File: config.mk
export PLATFORM = sky130hd
export DESIGN_NAME = imp_lerp
export DESIGN_NICKNAME = d
export VERILOG_FILES = /design/src/design/imp_pkg.sv /design/src/design/imp_lerp.sv
export SDC_FILE = /design/constraint.sdc
export NUM_CORES = 1
export LEC_CHECK = 0
export ABC_AREA = 1
export BUFFER_PORTS_ARGS = -buffer_cell sky130_fd_sc_hd__buf_2
export CAP_MARGIN = 20
export CORE_MARGIN = 2
export CORE_UTILIZATION = 65
export DETAILED_ROUTE_END_ITERATION = 10
export PLACE_DENSITY = 0.84
export RECOVER_POWER = 50
export SETUP_SLACK_MARGIN = 0.1
export SLEW_MARGIN = 20
export SYNTH_ARGS = -nofsm -noshare
export SYNTH_HDL_FRONTEND = slang
export SYNTH_SLANG_ARGS = --single-unit
File: constraint.sdc
create_clock -name clock -period 12.09 [get_ports clock]
set_input_delay 2.418 -clock clock [delete_from_list [all_inputs] [get_ports clock]]
set_output_delay 2.418 -clock clock [all_outputs]
set_load 0.005 [all_outputs]
File: src/design/imp_pkg.sv
// Shared types, constants and helper functions for the influence map propagation block.
package imp_pkg;

   localparam int VALUE_W  = 16;
   localparam int FACTOR_W = 16;
   localparam int GROWTH_W = 17;
   localparam int WALL_W   = 9;
   localparam int NBR_N    = 8;
   localparam int CSR_IDX_W = 2;
   localparam int CSR_DATA_W = 17;
   localparam int STAGE_N  = 4;

   localparam logic [FACTOR_W-1:0] FACTOR_RESET = 16'hFFFF;
   localparam logic [GROWTH_W-1:0] GROWTH_ONE   = 17'h10000;

   typedef enum logic [CSR_IDX_W-1:0] {
      CSR_MODE_DUAL     = 2'd0,
      CSR_ORTHO_FACTOR  = 2'd1,
      CSR_DIAG_FACTOR   = 2'd2,
      CSR_GROWTH_FACTOR = 2'd3
   } csr_index_type;

   // One scaled neighbor competing for the strongest-neighbor slot.
   typedef struct packed {
      logic                       found;
      logic [VALUE_W-1:0]         key;
      logic signed [VALUE_W-1:0]  prod;
   } cand_type;

   // The earlier candidate is passed as a; it keeps the slot on a tie.
   function automatic cand_type pick(input cand_type a, input cand_type b);
      cand_type r;
      r = a;
      if (b.found && (!a.found || (b.key > a.key))) begin
         r = b;
      end
      return r;
   endfunction

   // Value times Q0.16 factor, rounded half up, which always fits Q1.15.
   function automatic logic signed [VALUE_W-1:0] scale(input logic signed [VALUE_W-1:0] v,
                                                      input logic [FACTOR_W-1:0] f);
      logic signed [VALUE_W+FACTOR_W:0] prod;
      logic signed [VALUE_W+FACTOR_W:0] rnd;
      prod = v * $signed({1'b0, f});
      rnd  = (prod + $signed((VALUE_W+FACTOR_W+1)'(32768))) >>> 16;
      return rnd[VALUE_W-1:0];
   endfunction

endpackage

File: src/design/imp_lerp.sv
// Final pipeline stage: moves the centre toward the chosen target and saturates, or gives zero for a wall centre.
module imp_lerp (
   input  logic                                 clock,
   input  logic                                 advance,
   input  logic                                 wall,
   input  logic signed [imp_pkg::VALUE_W-1:0]   centre,
   input  logic signed [imp_pkg::VALUE_W:0]     delta,
   input  logic [imp_pkg::GROWTH_W-1:0]         growth,
   output logic signed [imp_pkg::VALUE_W-1:0]   new_value
);
   import imp_pkg::*;

   logic [GROWTH_W-1:0]              growth_clamped;
   logic signed [VALUE_W+GROWTH_W+1:0] prod;
   logic signed [VALUE_W+GROWTH_W+1:0] rnd;
   logic signed [VALUE_W+3:0]        sum;
   logic signed [VALUE_W-1:0]        new_value_in;
   logic signed [VALUE_W-1:0]        new_value_ff;

   always_comb begin
      growth_clamped = (growth > GROWTH_ONE) ? GROWTH_ONE : growth;
      prod = delta * $signed({1'b0, growth_clamped});
      rnd  = (prod + $signed((VALUE_W+GROWTH_W+2)'(32768))) >>> 16;
      sum  = $signed((VALUE_W+4)'(centre)) + rnd[VALUE_W+3:0];
      if (wall) begin
         new_value_in = '0;
      end else if (sum > $signed((VALUE_W+4)'(32767))) begin
         new_value_in = 16'sh7FFF;
      end else if (sum < $signed(-(VALUE_W+4)'(32768))) begin
         new_value_in = 16'sh8000;
      end else begin
         new_value_in = sum[VALUE_W-1:0];
      end
   end

   always_ff @(posedge clock) begin
      if (advance) begin
         new_value_ff <= new_value_in;
      end
   end

   assign new_value = new_value_ff;

endmodule

==> flow_summary_export.csv, run 1 <==
group,metric,value,unit
logic_synthesis,synth-async-reset-ratio,0,
job,cap_violations,0,
cts,cts_setup_buffers,0,
logic_synthesis,synthMuxAreaShare,0,
logic_synthesis,synth-simple-area-share,0.212,
logic_synthesis,synth_top_family_by_area,"adder cells",
finish,largest_reg_flops,16,
sta,final_hold_viol_count,0,
global_routing,antenna_found_initial,2,
finish,area_delta_synth_final,5.01,%
sta,min_period,11.14,ns
global_routing,grt_overflow_total,0,
finish,finalInstanceArea,0.0124,mm2
floorplan,die_area,0.0192,mm2
route,wire_per_inst,17.1,um
setup_path,crit_required,12.19,ns
logic_synthesis,synth-xor-area-share,0.0238,
logic_synthesis,synth_area_leaders,"fa_1 (38%), ha_1 (15%), inv_1 (11%), nand2_1 (9.8%), nor2_1 (6.3%)",
route,drt-total-wl,31000,um
logic_synthesis,synthAdderAreaFrac,0.534,
route,num_vias,10084,
global_routing,grt_pass1_vias,10758,
place,gp_congestion,1.01,
floorplan,start_util,0.660,
cts,cts_tree,"done",
sta,finalSetupTns,0,ns
cts,cts-root-buf,"clkbuf_16",
route,avgViaCountPerCell,5.57,
route,drtIter0Drc,767,
finish,drive_gt1_frac,0.0843,
sta,max_freq,0.0897,GHz
setup_path,max_stage_delay,0.75,ns
sta,layout_setup_ws,0.948,ns
route,drt_first_pass_iters,5,
floorplan,core,0.0178,mm2
finish,final_cells,1809,
logic_synthesis,synth.largest_area_cell,"fa_1",
logic_synthesis,syn_nets,1954,
cts,cts.clk_slew.worst_paths,0.05,ns
floorplan,die_w,139,um
sta,tightest_slew,0.955,ns
sta,slew_violations,0,
route,drc,0,
place,placed_cells,1803,
place,post-dp-hpwl,26600,um
logic_synthesis,synth_top_area_frac,0.383,
place,place_ws,0.902,ns
setup_path,arrival,11.25,ns
global_routing,grt_first_pass_wirelength,51700,um
setup_path,crit_top_cell,"nand2_1",
cts,htreeDepth,1,
floorplan,rows,49,
cts,numCtsBuffers,3,
hold_path,min_path_type,"in -> reg",
logic_synthesis,synth-seq-cells,16,
place,place_area,0.0123,mm2
logic_synthesis,synth.avg_cell_area,7.67,um2
setup_path,critPathCaptureType,"flip-flop",
finish,nets,1999,
floorplan,die_h,139,um
floorplan,pin_count,69,
route,postRouteAntennaNets,0,
sta,rsz0062_at_grt,"false",
setup_path,worstSetupPathType,"in -> reg",
cts,clockBufferDepth,2,
logic_synthesis,ys_warn_count,0,
logic_synthesis,synth-seq-area-share,0.0408,
cts,hold_buffers,0,
cts,ctsResizeCount,0,
global_routing,grt_max_degree,18,
place,numPortBuffers,68,
sta,relSlewSlack,0.361,
setup_path,start_kind,"input pin",
setup_path,critPathMaxFanout,14,
cts,cts.sinks,16,
sta,finalCritPeriodShare,0.922,
logic_synthesis,synth_edf_count,16,
logic_synthesis,synth.cell_area,0.0118,mm2
logic_synthesis,ys.flop_type,"edfxtp_1",
sta,finalSetupViolCount,0,
setup_path,cp_slowest_cell,"nor2_1",
logic_synthesis,synth-compound-area-share,0.0571,
finish,layout_commonest_cell,"inv_1",
logic_synthesis,synth.distinct_cells,45,
global_routing,gr-usage-all-layers,0.336,
finish,layout_common_cells,"inv_1 (360), nand2_1 (308), fa_1 (225)",
logic_synthesis,syn_inst,1534,
outcome,status,"finished clean",
-- worst paths after layout --
check | depth (start not counted) | end | start
worst max-delay path | 40 | new_value[15] | growth[0]
worst min-delay path | 2 | new_value[7] | wall
-- final cells by class --
type,count,area [um2]
diodes,3,7.51
clock buffers,3,75.1
fillers,1472,5490
inverters,373,1400
multi-input cells,1112,9730
flip-flops and latches,16,480
well taps,229,287
repair buffers,73,373
-- cells by family after synthesis --
group | count (synthesis)
adder cells (fa/ha/maj) | 367
AND/OR/NAND/NOR | 603
flip-flops | 16
XOR/XNOR | 29
buffers and inverters | 406
AO/OA/AOI/OAI | 113
-- routing by layer --
| metal | global-route usage | part of all wire | wire, um |
|---|---|---|---|
| met1 | 0.442 | 0.39 | 12200 |
| met4 | 0.129 | 0.042 | 1320 |
| met2 | 0.555 | 0.46 | 14400 |
| met3 | 0.0694 | 0.10 | 3100 |
| met5 | 0 | 0 | 0 |
-- per-stage QoR --
step | utilization | hold slack, ns
final | 0.693 | 2.65
after global routing | 0.692 | 2.67
after detailed placement | 0.688 | 2.81
after floorplan | - | 2.53
after global placement | 0.688 | 2.81
after CTS | 0.692 | 2.62
-- worst max-delay path, delay by kind of cell --
family | cells | cell delay (ns)
fa+ha+maj | 8 | 3.49
simple gates | 14 | 2.54
compound gates | 8 | 1.44
buf+inv | 9 | 1.15
xor+xnor | 1 | 0.20
-- synth_stat cells, types with 2 or more instances --
master and n:
nand2_2 16, fa_1 225, a21oi_2 12, o21a_1 5, nor2_2 9, nand2_4 5
nor4_1 3, nor2_1 198, buf_1 2, edfxtp_1 16, a21oi_1 59, o21ai_0 21
xor2_1 18, clkinv_1 5, a21o_1 3, nand3_2 4, and2_1 2, xnor2_1 9
inv_2 8, inv_1 360, nand2_1 308, nand3_1 33, ha_1 142, nand4_1 5
o21ai_1 3, clkbuf_1 25, nor3_1 17, buf_2 4
Power of run 1 is left out: the tool's default activity adds up to more than one toggle a clock period on the data nets, which glitch-free logic cannot reach.
==> run 2, diff against run 1 <==
--- a/config.mk
+++ b/config.mk
@@ -10,6 +10,8 @@
 export CAP_MARGIN = 20
 export CORE_MARGIN = 2
 export CORE_UTILIZATION = 65
+export CTS_BUF_LIST = sky130_fd_sc_hd__clkbuf_8
+export CTS_CLUSTER_DIAMETER = 60
 export DETAILED_ROUTE_END_ITERATION = 10
 export PLACE_DENSITY = 0.84
 export RECOVER_POWER = 50
==> run 2 against run 1 <==
Effect of this change: via count up 0.28%; core utilization shrank 0.19 points; global-route usage about the same; critical path depth did not move; fmax is 0.24% higher.
==> flow_summary_export.csv, run 2 (synthesis results as in run 1) <==
group,metric,value,unit
global_routing,grt_max_degree,18,
route,drt-total-wl,31200,um
cts,ctsResizeCount,0,
setup_path,critical-path-top-delay-family,"adder cells",
sta,rsz0062_at_grt,"false",
sta,finalCritPeriodShare,0.919,
cts,numCtsBuffers,3,
setup_path,arrival,11.23,ns
sta,finalSetupViolCount,0,
sta,tightest_slew,0.929,ns
cts,cts.sinks,16,
sta,max_freq,0.0900,GHz
setup_path,max_stage_delay,0.74,ns
cts,cts-root-buf,"clkbuf_8",
place,post-dp-hpwl,26600,um
job,cap_violations,0,
finish,fill_cells,1477,
setup_path,crit_top_cell,"nand2_1",
floorplan,start_util,0.660,
global_routing,grt_overflow_total,0,
global_routing,antenna_found_initial,2,
outcome,status,"finished clean",
finish,nets,1999,
floorplan,pin_count,69,
finish,area_delta_synth_final,4.72,%
finish,finalCoreUtilization,0.691,
sta,min_period,11.12,ns
route,drtIter0Drc,787,
setup_path,timing.critical_path.buf_inv,9,
setup_path,crit_required,12.20,ns
sta,relSlewSlack,0.378,
floorplan,core,0.0178,mm2
place,numPortBuffers,68,
hold_path,min_path_type,"in -> reg",
sta,finalSetupTns,0,ns
floorplan,rows,49,
cts,hold_buffers,0,
cts,cts_tree,"done",
finish,layout_common_cells,"inv_1 (360), nand2_1 (308), fa_1 (225)",
finish,layout_commonest_cell,"inv_1",
global_routing,grt_pass1_vias,10746,
cts,cts_setup_buffers,0,
route,wire_per_inst,17.2,um
cts,htreeDepth,1,
cts,cts.clk_slew.worst_paths,0.07,ns
route,avgViaCountPerCell,5.59,
place,placed_cells,1803,
route,drt_first_pass_iters,5,
global_routing,gr-usage-all-layers,0.336,
route,drc,0,
setup_path,start_kind,"input pin",
sta,slew_violations,0,
global_routing,grt_first_pass_wirelength,51600,um
floorplan,die_area,0.0192,mm2
setup_path,critPathMaxFanout,14,
route,postRouteAntennaNets,0,
floorplan,die_w,139,um
setup_path,cp_slowest_cell,"nor2_1",
finish,final_cells,1809,
finish,drive_gt1_frac,0.0843,
floorplan,die_h,139,um
place,gp_congestion,1.01,
cts,clockBufferDepth,2,
sta,final_hold_viol_count,0,
setup_path,critPathCaptureType,"flip-flop",
setup_path,worstSetupPathType,"in -> reg",
route,num_vias,10112,
finish,largest_reg_flops,16,
[run 2: cell type report]
type	instances	area [um2]	share of cell area
multi-input combinational	1112	9730	0.790
antenna	3	7.51	0.000609
inverter	373	1400	0.114
clock buffer	3	41.3	0.00335
timing repair buffer	73	373	0.0303
sequential	16	480	0.0390
tap	229	287	0.0233
[run 2: worst paths after layout]
check | from | end | cells after the start
worst max-delay path | growth[0] | new_value[15] | 40
worst min-delay path | wall | new_value[10] | 2
[run 2: through the flow]
step	area, um2	hold slack (ns)	worst slack (ns)
after floorplan	11800	2.53	2.53
after global placement	12300	2.81	0.941
after detailed placement	12300	2.81	0.902
after CTS	12300	2.61	1.15
after global routing	12300	2.67	0.404
final	12300	2.64	0.974
[run 2: routing by layer]
metal	GRT usage	vias to the layer above	wire [um]
met2	0.554	485	14400
met4	0.127	0	1310
met1	0.441	4851	12400
met5	0	-	0
li1	-	4663	-
met3	0.0701	113	3000
Power of run 2 is left out for the same reason.
